[config.mk]
export PLATFORM = sky130hd
export DESIGN_NAME = sml_frame_deframer_core
export DESIGN_NICKNAME = d
export VERILOG_FILES = /design/src/design/sfd_pkg.sv /design/src/design/sml_frame_deframer_core.sv
export SDC_FILE = /design/constraint.sdc
export NUM_CORES = 1
export LEC_CHECK = 0
export ABC_AREA = 1
export BUFFER_PORTS_ARGS = -buffer_cell sky130_fd_sc_hd__buf_4
export CORE_AREA = 5 5 137 139
export CTS_BUF_LIST = sky130_fd_sc_hd__clkbuf_16
export DETAILED_ROUTE_END_ITERATION = 7
export DIE_AREA = 0 0 142 144
export GPL_ROUTABILITY_DRIVEN = 1
export PLACE_DENSITY_LB_ADDON = 0.2
export SLEW_MARGIN = 20
export SYNTH_ARGS = -nofsm -noshare
export SYNTH_HDL_FRONTEND = slang
export SYNTH_SLANG_ARGS = --single-unit
[constraint.sdc]
create_clock -name clk -period 7.1 [get_ports clk]
set_clock_uncertainty 0.1 [all_clocks]
set_input_delay 1.065 -clock clk [delete_from_list [all_inputs] [get_ports clk]]
set_output_delay 1.065 -clock clk [all_outputs]
set_load 0.01 [all_outputs]
[src/design/sfd_pkg.sv]
package sfd_pkg;

  // Default frame buffer size in bytes.
  localparam int FRAME_BYTES_DEF = 1024;

  // Transport escape and framing bytes.
  localparam logic [7:0] ESC_BYTE   = 8'h1b;
  localparam logic [7:0] START_BYTE = 8'h01;
  localparam logic [7:0] END_BYTE   = 8'h1a;

  // CRC-16, reflected form, with the value it holds after the start sequence.
  localparam logic [15:0] CRC_START = 16'h91dc;
  localparam logic [15:0] CRC_POLY  = 16'h8408;

  // Fixed widths of the result fields.
  localparam int LEN_W   = 11;
  localparam int COUNT_W = 32;
  localparam logic [LEN_W-1:0] LEN_MAX = {LEN_W{1'b1}};

  // Overhead bytes removed from the payload length besides the padding.
  localparam int TRAILER_BYTES = 8;

  // Packed widths of the stream words.
  localparam int IN_DATA_W  = 8;
  localparam int OUT_DATA_W = 88;
  localparam int OUT_USER_W = 2;

  // One byte through the reflected CRC, one bit a step.
  function automatic logic [15:0] crc_byte(input logic [15:0] crc_in, input logic [7:0] b);
    logic [15:0] crc;
    crc = crc_in ^ {8'h00, b};
    for (int i = 0; i < 8; i++) begin
      if (crc[0]) begin
        crc = (crc >> 1) ^ CRC_POLY;
      end else begin
        crc = crc >> 1;
      end
    end
    return crc;
  endfunction

endpackage

[src/design/sml_frame_deframer_core.sv]
// Deframer for the SML transport layer. It takes one byte per word on the input
// stream, hunts for the start sequence (four 0x1b bytes then four 0x01 bytes),
// and then passes every frame byte out, trailer, padding count and CRC bytes
// included; start bytes produce no output word. On the low CRC byte the word
// carries tlast, the CRC check result, the payload length (bytes minus eight
// minus padding, held between 0 and 2047) and the running good and bad frame
// counts. A frame longer than FRAME_BYTES ends with a word that has tlast and
// the overflow flag set, and the deframer resumes hunting. The block takes one
// byte per clock cycle: the byte-wide CRC update and the frame state machine
// both finish within the cycle of acceptance, and a single output register
// holds the result, so in_tready drops only while that register is full and
// out_tready is low. An output word appears in the cycle after its byte is accepted.
module sml_frame_deframer_core
  import sfd_pkg::*;
#(
  parameter int FRAME_BYTES = FRAME_BYTES_DEF
) (
  input  logic                  clk,
  input  logic                  rst_n,
  input  logic                  in_tvalid,
  output logic                  in_tready,
  input  logic [IN_DATA_W-1:0]  in_tdata,   // [7:0] data_byte
  output logic                  out_tvalid,
  input  logic                  out_tready,
  output logic [OUT_DATA_W-1:0] out_tdata,  // [7:0] frame_byte, [18:8] payload_length,
                                            // [50:19] good_count, [82:51] bad_count,
                                            // [87:83] zero
  output logic [OUT_USER_W-1:0] out_tuser,  // [0] crc_good, [1] overflow
  output logic                  out_tlast   // frame_last
);

  localparam int CW = $clog2(FRAME_BYTES + 1);
  localparam int DW = ((CW > 9) ? CW : 9) + 1;

  // Hunt and frame states: escapes, start bytes, escape counting, then trailer.
  typedef enum logic [3:0] {
    ST_ESC0, ST_ESC1, ST_ESC2, ST_ESC3,
    ST_SYN0, ST_SYN1, ST_SYN2, ST_SYN3,
    ST_FRM0, ST_FRM1, ST_FRM2, ST_FRM3, ST_FRM4,
    ST_PAD, ST_CRCH, ST_CRCL
  } state_t;

  state_t               state_r, state_nxt;
  logic [CW-1:0]        byte_count_r, byte_count_nxt;
  logic [7:0]           padding_r, padding_nxt;
  logic [15:0]          crc_r, crc_nxt;
  logic [7:0]           crc_high_r, crc_high_nxt;
  logic [COUNT_W-1:0]   good_r, good_nxt;
  logic [COUNT_W-1:0]   bad_r, bad_nxt;

  logic                 out_valid_r, out_valid_nxt;
  logic [7:0]           o_byte_r, o_byte_nxt;
  logic                 o_last_r, o_last_nxt;
  logic                 o_good_r, o_good_nxt;
  logic                 o_ovf_r, o_ovf_nxt;
  logic [LEN_W-1:0]     o_len_r, o_len_nxt;

  logic                 accept;
  logic [7:0]           c;
  logic [CW-1:0]        bc_inc;
  logic [15:0]          crc_fin;
  logic [15:0]          crc_calc;
  logic [DW-1:0]        sub;
  logic [DW-1:0]        bc_ext;
  logic [DW-1:0]        diff;

  assign in_tready = !out_valid_r || out_tready;
  assign accept    = in_tvalid && in_tready;
  assign c         = in_tdata[7:0];

  // Length and CRC check terms for the final byte.
  assign bc_inc   = byte_count_r + CW'(1);
  assign crc_fin  = ~crc_r;
  assign crc_calc = {crc_fin[7:0], crc_fin[15:8]};
  assign sub      = DW'(TRAILER_BYTES) + DW'(padding_r);
  assign bc_ext   = DW'(bc_inc);
  assign diff     = bc_ext - sub;

  // Next state and result word for one accepted byte.
  always_comb begin
    state_nxt      = state_r;
    byte_count_nxt = byte_count_r;
    padding_nxt    = padding_r;
    crc_nxt        = crc_r;
    crc_high_nxt   = crc_high_r;
    good_nxt       = good_r;
    bad_nxt        = bad_r;
    out_valid_nxt  = out_valid_r && !out_tready;
    o_byte_nxt     = o_byte_r;
    o_last_nxt     = o_last_r;
    o_good_nxt     = o_good_r;
    o_ovf_nxt      = o_ovf_r;
    o_len_nxt      = o_len_r;

    if (accept) begin
      if (state_r inside {[ST_ESC0:ST_SYN3]}) begin
        // Hunting: no output word.
        if (state_r inside {[ST_SYN0:ST_SYN3]} && c == START_BYTE) begin
          state_nxt = state_t'(state_r + 4'd1);
          if (state_r == ST_SYN3) begin
            byte_count_nxt = '0;
            crc_nxt        = CRC_START;
          end
        end else if (state_r inside {[ST_SYN0:ST_SYN3]}) begin
          // A broken start sequence counts this byte as a new first byte.
          state_nxt = (c == ESC_BYTE) ? ST_ESC1 : ST_ESC0;
        end else begin
          state_nxt = (c == ESC_BYTE) ? state_t'(state_r + 4'd1) : ST_ESC0;
        end
      end else begin
        out_valid_nxt = 1'b1;
        o_byte_nxt    = c;
        o_last_nxt    = 1'b0;
        o_good_nxt    = 1'b0;
        o_ovf_nxt     = 1'b0;
        o_len_nxt     = '0;
        if (byte_count_r >= CW'(FRAME_BYTES)) begin
          // Buffer full: abort the frame and hunt again.
          o_last_nxt     = 1'b1;
          o_ovf_nxt      = 1'b1;
          state_nxt      = ST_ESC0;
          byte_count_nxt = '0;
          crc_nxt        = CRC_START;
        end else begin
          byte_count_nxt = bc_inc;
          if (state_r != ST_CRCH && state_r != ST_CRCL) begin
            crc_nxt = crc_byte(crc_r, c);
          end
          case (state_r)
            ST_FRM0, ST_FRM1, ST_FRM2, ST_FRM3: begin
              state_nxt = (c == ESC_BYTE) ? state_t'(state_r + 4'd1) : ST_FRM0;
            end
            ST_FRM4: begin
              if (c == END_BYTE) begin
                state_nxt = ST_PAD;
              end else begin
                state_nxt = (c == ESC_BYTE) ? ST_FRM1 : ST_FRM0;
              end
            end
            ST_PAD: begin
              padding_nxt = c;
              state_nxt   = ST_CRCH;
            end
            ST_CRCH: begin
              crc_high_nxt = c;
              state_nxt    = ST_CRCL;
            end
            ST_CRCL: begin
              // Frame end: check CRC, report length, count the frame.
              o_last_nxt = 1'b1;
              if ({crc_high_r, c} == crc_calc) begin
                o_good_nxt = 1'b1;
                good_nxt   = good_r + COUNT_W'(1);
              end else begin
                bad_nxt = bad_r + COUNT_W'(1);
              end
              if (bc_ext <= sub) begin
                o_len_nxt = '0;
              end else if (diff > DW'(LEN_MAX)) begin
                o_len_nxt = LEN_MAX;
              end else begin
                o_len_nxt = diff[LEN_W-1:0];
              end
              state_nxt      = ST_ESC0;
              byte_count_nxt = '0;
              crc_nxt        = CRC_START;
            end
            default: begin
              state_nxt = ST_ESC0;
            end
          endcase
        end
      end
    end
  end

  // Control state, counters and the output register.
  always_ff @(posedge clk) begin
    if (!rst_n) begin
      state_r      <= ST_ESC0;
      byte_count_r <= '0;
      padding_r    <= '0;
      crc_r        <= CRC_START;
      crc_high_r   <= '0;
      good_r       <= '0;
      bad_r        <= '0;
      out_valid_r  <= 1'b0;
    end else begin
      state_r      <= state_nxt;
      byte_count_r <= byte_count_nxt;
      padding_r    <= padding_nxt;
      crc_r        <= crc_nxt;
      crc_high_r   <= crc_high_nxt;
      good_r       <= good_nxt;
      bad_r        <= bad_nxt;
      out_valid_r  <= out_valid_nxt;
    end
  end

  // Result payload needs no reset.
  always_ff @(posedge clk) begin
    o_byte_r <= o_byte_nxt;
    o_last_r <= o_last_nxt;
    o_good_r <= o_good_nxt;
    o_ovf_r  <= o_ovf_nxt;
    o_len_r  <= o_len_nxt;
  end

  // The counts are sampled with the word they belong to.
  logic [COUNT_W-1:0] o_good_cnt_r, o_bad_cnt_r;
  always_ff @(posedge clk) begin
    if (accept) begin
      o_good_cnt_r <= good_nxt;
      o_bad_cnt_r  <= bad_nxt;
    end
  end

  assign out_tvalid = out_valid_r;
  assign out_tlast  = o_last_r;
  assign out_tuser  = {o_ovf_r, o_good_r};
  assign out_tdata  = {5'b00000, o_bad_cnt_r, o_good_cnt_r, o_len_r, o_byte_r};

endmodule

==> results, run 1 <==
- Counting the buffers created by CTS gives 17.
- The wire length of the first global-routing pass is 38,030 um.
- After routing, the total negative slack on setup checks comes to 0 ns.
- The initial antenna violation count is 0.
- The kind of launch point of the worst setup path is a register.
- The worst register-to-register path has a depth of 16.
- The starting DRC count in detailed routing is 486.
- The die covers 20,450 um2.
- In this run the tightest slew margin relative to its limit is 42.14%.
- For this run, asynchronously set or reset flops after synthesis account for 0%.
- The total congestion overflow after global routing is 0.
- The total setup violations reported at the end of the flow is 0.
- The count of different cell masters after synthesis is 54.
- The endpoint with the worst hold slack is bad_r[16]$_SDFF_PN0_.
- The final hold slack is 0.3919 ns.
- The number of global-route vias before repair is 8,121.
- The minimum setup slack after placement is 3.627 ns.
- In this run the count of I/O pins placed on the die edge is 105.
- The worst setup path is of the reg2reg kind.
- After synthesis, the largest area contributor takes up 25.14% of total cell area.
- The TritonCTS clock tree is built.
- In this design, the stage delay of the slowest critical-path cell is 0.40 ns.
- From synthesis to final layout, the design area changed by 14.75%.
- The floorplan step set the die height to 144 um.
- The power per cell area is 197.2 nW/um2.
- The startpoint identified for the worst hold timing path is bad_r[16]$_SDFF_PN0_.
- The buffer levels on the longest clock path is 2.
- In this run the register-to-register setup slack is 3.99 ns.
- Max-cap violations in this run came to 0.
- The number of H-tree levels is 4.
- The startpoint identified for the worst register-to-register timing path is byte_count_r[1]$_SDFFE_PN0P_.
- Setup repair after global routing left no endpoint under its margin.
- The post-synthesis instance area is 10,270 um2.
- For this run, the post-layout net count is 1,428.
- In this run, post-CTS repair resized a total of 0 instances.
- The final instance count without filler cells is 1,640.
- The slowest cell on the critical path is sky130_fd_sc_hd__dfxtp_1.
- The core region is 17,530 um2.
- In this run the tool buffered the top-level ports with 99 buffer cells.
- The post-route netlist has 16.58% of its cells at a drive strength greater than 1.
- After detailed routing, the met3 layer carries 1167 um of wire.
- The number of nets with antenna violations after detailed routing is 0.
- The number of cells traversed by the worst hold path is 2.
- The pin count of the biggest net entering global routing is 78.
- The slew at the pin closest to its max-slew limit is 0.8647 ns.
- The worst register-to-register path ends at o_len_r[8]$_SDFFCE_PP0P_.
- The minimum clock period is 3.112 ns.
- In the final routing, the length of wire on met1 measures 10,490 um.
- The number of instances in the placed design is 1,608.
- Of all nets on the critical path, the largest fanout is 11.
- Counting flops and latches in the post-synthesis netlist gives 198.
- After detailed routing, the number of vias per cell comes to 5.215.
- Detailed placement finished with a half-perimeter wire length of 16,880 um.
- After floorplanning, the core was divided into 49 placement rows.
- sky130_fd_sc_hd__nand2_1 is the most common cell in the netlist.
- Buffers inserted to repair hold after CTS numbered 0.
- The detailed-routing iteration count for the pre-antenna-repair pass is 8.
- The tree is rooted in a sky130_fd_sc_hd__clkbuf_16.
- The type of element capturing the critical path is a register.
- The remaining design rule violation count is 0.
- Yosys attributes the largest share of cell area to sky130_fd_sc_hd__edfxtp_1, sky130_fd_sc_hd__dfxtp_1, sky130_fd_sc_hd__nand2_1.
- At the end of routability-driven placement, the weighted congestion stood at 0.9630.
- The number of antenna cells inserted is 0.
- The final setup slack of the worst path is 3.988 ns.
- The static power due to leakage is 5.322 nW.
- Summed over all layers, the routed wires come to 22,960 um.
- The uppermost signal routing layer after detailed routing is met4.
- Measured along the x axis, the die boundary spans 142 um.
- The flow ran to the end, and the final reports show no timing, DRC or antenna violations.
- For this run, the total global-route usage over all layers was measured as 22.86%.
- The part of the cycle the worst path needs is 43.83%.
- Counting every sink on the clock net gives 198.
- The detailed router placed 8,553 vias in this run.
- The initial standard-cell utilization of the core is 58.59%.
- The count of final hold-check violations is 0.
- The max-slew violation count is 0.
- The cell count after synthesis is 1,301.
- The share of the Yosys chip area taken by registers is 46.96%.
- The critical path goes through ha_1 > nand2_1 > inv_2 > nand2_1 > nor2_1 > nand3_1 > xor2_1 > ha_1 > inv_1 > nor2_1 > nor3_1 > nand3_2 > nand2_2 > inv_1 > nand2_1 > inv_1.
- The required arrival time at the worst endpoint is 7.21 ns.
- The maximum resistive drop on vdd is 163.2 uV.
- The number of filler cells placed in the layout is 1,503.
- Timing would allow up to 321.3 MHz.
- The leading area contributor after synthesis is sky130_fd_sc_hd__edfxtp_1.
- Post-CTS timing repair inserted 0 buffers for setup.
- The synthesized design contains 86 enable-type register cells.
- A synthesized cell averages 7.897 um2.
- Dividing the detail-routed wire length by the instance count gives 14.00 um.
- By count the netlist is led by sky130_fd_sc_hd__nand2_1, sky130_fd_sc_hd__inv_1, sky130_fd_sc_hd__nor2_1.
- In this run the worst hold path is classified as reg2reg.
- After clock tree synthesis, the clock-pin slew on the worst setup and hold paths is 0.08 ns.
- For this run, the leading register cell type out of synthesis is sky130_fd_sc_hd__dfxtp_1.
- During synthesis, Yosys emitted a total of 0 warnings.
- The routed length on met2 is 10,830 um.
- The clock insertion delay at the later pin of the skew report is 0.44 ns.
- The arrival time reported for the critical path endpoint is 3.22 ns.
metrics by stage:
stage	total power, mW	utilization, %	area, um2
after CTS	2.336	67.23	11790
final	2.325	67.23	11790
after global routing	2.397	67.23	11790
after global placement	1.375	63.81	11190
after floorplan	1.323	-	10290
after detailed placement	1.377	63.81	11190
worst max path at each step:
stage	from	cells after the start	slack (ns)	end
floorplan	out_tready	6	3.90	state_r[0]$_SDFFE_PN0P_
finish	byte_count_r[1]$_SDFFE_PN0P_	16	3.99	o_len_r[8]$_SDFFCE_PP0P_
global route	byte_count_r[0]$_SDFFE_PN0P_	16	3.62	o_len_r[8]$_SDFFCE_PP0P_
global placement	out_tready	11	3.75	crc_high_r[5]$_SDFFE_PN0P_
CTS	byte_count_r[1]$_SDFFE_PN0P_	16	4.01	o_len_r[8]$_SDFFCE_PP0P_
detailed placement	out_tready	11	3.63	crc_high_r[6]$_SDFFE_PN0P_
registers in the layout, summed over array words and instances (netlist names), 4 cells and up:
name / cells
o_good_cnt_r: 32
padding_r: 8
o_bad_cnt_r: 32
crc_high_r: 8
bad_r: 32
o_byte_r: 8
o_len_r: 11
state_r: 4
crc_r: 16
byte_count_r: 11
good_r: 32
per-layer routing:
layer  vias up  global-route usage (%)
met4         0                   8.030
met3        38                   3.638
met5         -                       0
met2       244                   38.48
met1      3914                   30.15
li1       4357                       -
kinds of logic (layout without fill, tap and decap cells):
family / after synthesis / after routing / share of synthesized area (%)
other cells: 1 / 5 / 0.03650
flops: 198 / 198 / 46.96
buf+inv: 241 / 347 / 9.244
fa+ha+maj: 18 / 18 / 2.265
xor+xnor: 53 / 53 / 4.518
compound gates: 148 / 148 / 8.099
simple gates: 642 / 642 / 28.88
final cells by class:
| class | instances | area, um2 | area share [%] |
|---|---|---|---|
| Clock buffer | 17 | 425.4 | 3.609 |
| Clock inverter | 15 | 173.9 | 1.475 |
| Inverter | 214 | 805.8 | 6.835 |
| Multi-Input combinational cell | 866 | 4514 | 38.29 |
| Sequential cell | 198 | 4825 | 40.93 |
| Tap cell | 229 | 286.5 | 2.430 |
| Timing Repair Buffer | 101 | 758.2 | 6.432 |
cell usage in the layout, fill, tap and decap left out, drive strengths merged, types with 36 or more instances in the layout:
cell type / synthesis / routed
dfxtp: 112 / 112
nor3: 36 / 36
o21ai: 47 / 47
edfxtp: 86 / 86
a21oi: 80 / 80
nand3: 51 / 51
buf: 15 / 101
nand2: 331 / 331
nor2: 162 / 162
inv: 213 / 221
worst max-delay path, delay by kind of cell (launching register included):
family        cells  cell delay, ns
xor+xnor          1            0.24
fa+ha+maj         2            0.55
buf+inv           4            0.30
flops             1            0.40
simple gates      9            1.27
report_power, final:
group	leakage [nW]	internal, mW	total (mW)	switching [mW]
combinational	3.27	0.0473	0.134	0.0868
sequential	1.76	1.21	1.22	0.0115
clock	0.285	0.478	0.974	0.496
total	5.32	1.73	2.32	0.594
No activity file was read; power rests on OpenSTA's default activity.
==> run 2: changes to the inputs <==
clock period = 2.9 ns   (was 7.1 ns; I/O delays follow)
==> results, run 2 (synthesis results as in run 1) <==
- The TritonCTS clock tree is built.
- The max-slew violation count was 0 (unchanged).
- The slowest cell on the critical path is sky130_fd_sc_hd__ha_2.
- The routed wire length is 23,510 um (+2.4%).
- The top cell types in the final layout, fill and taps aside, are sky130_fd_sc_hd__nand2_1, sky130_fd_sc_hd__inv_1, sky130_fd_sc_hd__nor2_1.
- The type of element capturing the critical path is a register.
- The switching power total is 1.401 mW (+140%).
- The starting DRC count in detailed routing is 638 (+31%).
- The count of buffers inserted at the top-level ports is 99 (unchanged).
- The pin count of the biggest net entering global routing is 43 (-45%).
- The delay of the slowest critical-path stage is 0.36 ns (-0.04 ns).
- The die area is 20,450 um2 (unchanged).
- The static power due to leakage was 5.432 nW (+2.1%).
- The I/O pin total was 105 (unchanged).
- The minimum setup slack after placement is 0.05318 ns (-3.574 ns).
- The cell at the root of the clock tree is sky130_fd_sc_hd__clkbuf_16.
- Traced cell by cell, the critical path runs through ha_2 > nand2_1 > inv_2 > nor2_1 > ha_2 > a21oi_2 > a21oi_1 > o21ai_0 > nand2_1 > nand3b_1 > nand2_1 > nand2_1 > nand2_1 > a21oi_2.
- The worst setup path is launched from a register.
- The net total in the final layout is 1,443 (+1.1%).
- The total setup violations reported at the end of the flow is 0 (unchanged).
- The half-perimeter wire length after placement is 17,240 um (+2.2%).
- The classification of the worst setup path is reg2reg.
- The number of buffers inserted during clock tree synthesis is 17 (unchanged).
- The maximum resistive drop on vdd is 434.3 uV (+170%).
- The clock share of power was 41.7% (-0.2 points).
- The final hold slack is 0.1119 ns (-0.2800 ns).
- The routed wire length per instance is 14.21 um (+1.5%).
- The area of all placed cells without fillers came to 11,990 um2 (+1.7%).
- The fraction of power spent switching nets is 24.56% (-0.99 points).
- The buffer levels on the longest clock path came to 2 (unchanged).
- The count of final hold-check violations is 0 (unchanged).
- The most used cell along the critical path is sky130_fd_sc_hd__nand2_1.
- The power share of the combinational group is 6.1% (+0.3 points).
- The number of instances in the placed design is 1,622 (+0.87%).
- The run finished with clean final reports.
- The total via count in the routed design is 8,669 (+1.4%).
- The part of the cycle the worst path needs is 92.97% (+49 points).
- The number of sinks on the clock net was 198 (unchanged).
- The part of the total power dissipated in sequential elements came to 52.2% (-0.2 points).
- The final instance count without filler cells is 1,655 (+0.91%).
- The wire length of the first global-routing pass was 38,690 um (+1.7%).
- The final RePlAce weighted congestion was 0.9161 (-4.9%).
- The number of rows created at floorplan is 49 (unchanged).
- The chip width is 142 um (unchanged).
- The max-capacitance violation count is 0 (unchanged).
- The number of filler cells placed in the layout is 1,512 (+0.60%).
- The remaining design rule violation count is 0 (unchanged).
- The final setup slack of the worst path is 0.2040 ns (-3.784 ns).
- The overall track demand over capacity in global routing is 23.27% (+0.40 points).
- The worst slew margin relative to its limit is 43.41% (+1.3 points).
- The cell-internal power is 4.303 mW (+150%).
- The slew at the pin closest to its max-slew limit is 0.8488 ns (-0.01586 ns).
- The number of nets with antenna violations after detailed routing is 0 (unchanged).
- The biggest fanout along the worst timing path is 5 (-6).
- The power per cell area is 475.7 nW/um2 (+140%).
- From synthesis to final layout, the design area changed by 16.71%.
- The via density per instance was 5.238 (+0.44%).
- The number of antenna cells inserted was 0 (unchanged).
- The detailed-routing iteration count for the pre-antenna-repair pass is 5 (-3).
- The initial standard-cell utilization of the core is 58.59% (unchanged).
- The floorplan core area is 17,530 um2 (unchanged).
- The arrival time reported for the critical path endpoint is 2.90 ns (-0.32 ns).
- The maximum clock rate is 370.9 MHz (+15%).
- The cell area after placement came to 11,330 um2 (+1.3%).
- The initial antenna violation count is 0 (unchanged).
- The total congestion overflow after global routing is 0 (unchanged).
- The clock slew seen by the registers of the worst setup and hold paths is 0.07 ns (about the same).
- The required arrival time at the worst endpoint is 3.11 ns (-4.10 ns).
- The setup total negative slack came to 0 ns (unchanged).
- The height of the die is 144 um (unchanged).
- Leaving out fill and tap cells, the most frequent cell in the layout is sky130_fd_sc_hd__nand2_1.
- The number of H-tree levels is 4 (unchanged).
- The minimum clock period is 2.696 ns (-0.4160 ns).
- The share of layout cells above drive strength 1 is 17.95% (+1.4 points).
- The clock insertion delay at the later pin of the skew report is 0.44 ns (about the same).
- The number of global-route vias before repair is 8,329 (+2.6%).
- The worst hold path class is in2reg.
[run 2: final timing paths]
| check | slack (ns) | start | cells after the start | to |
|---|---|---|---|---|
| worst max-delay path | 0.20 | byte_count_r[1]$_SDFFE_PN0P_ | 14 | o_len_r[2]$_SDFFCE_PP0P_ |
| worst min-delay path | 0.11 | in_tdata[2] | 1 | o_byte_r[2]$_DFFE_PP_ |
| worst max register to register | 0.20 | byte_count_r[1]$_SDFFE_PN0P_ | 14 | o_len_r[2]$_SDFFCE_PP0P_ |
| worst min register to register | 0.39 | byte_count_r[9]$_SDFFE_PN0P_ | 2 | byte_count_r[9]$_SDFFE_PN0P_ |
[run 2: power groups by stage]
stage,clock network (mW),logic (mW),registers (mW)
CTS,2.42,0.346,2.98
detailed placement,0,0.344,3.04
global placement,0,0.341,3.04
global route,2.54,0.379,2.98
finish,2.38,0.347,2.98
floorplan,0,0.177,3.06
[run 2: final cells by class]
class                           instances  area [um2]  share of cell area (%)
Sequential cell                       198        4825                   40.24
Clock buffer                           17       425.4                   3.548
Clock inverter                         15       167.7                   1.398
Timing Repair Buffer                  115       900.9                   7.513
Tap cell                              229       286.5                   2.390
Inverter                              214       805.8                   6.720
Multi-Input combinational cell        867        4579                   38.19
[run 2: routing by layer]
metal  global-route usage (%)  part of all wire, %
met5                        0                    0
met4                    7.778                  1.9
met3                    4.167                  5.5
met2                    39.68                   48
met1                    30.09                   44
[run 2: per-stage QoR]
stage / util (%) / power (mW)
floorplan: - / 3.239
global placement: 64.63 / 3.381
detailed placement: 64.63 / 3.386
CTS: 68.01 / 5.746
global route: 68.38 / 5.898
finish: 68.38 / 5.704
[run 2: timing repair]
item	in CTS	in global routing
hold buffers	0	0
setup buffers	0	0
gates resized for setup	0	13
setup endpoints to repair	0	11
[run 2: worst max-delay path, delay by kind of cell (launching register included)]
kind	cells	cell delay [ns]
AOI/OAI and AO/OA	4	0.53
DFF	1	0.33
adders and majority gates	2	0.55
and+or+nand+nor	7	0.98
buffers and inverters	1	0.06
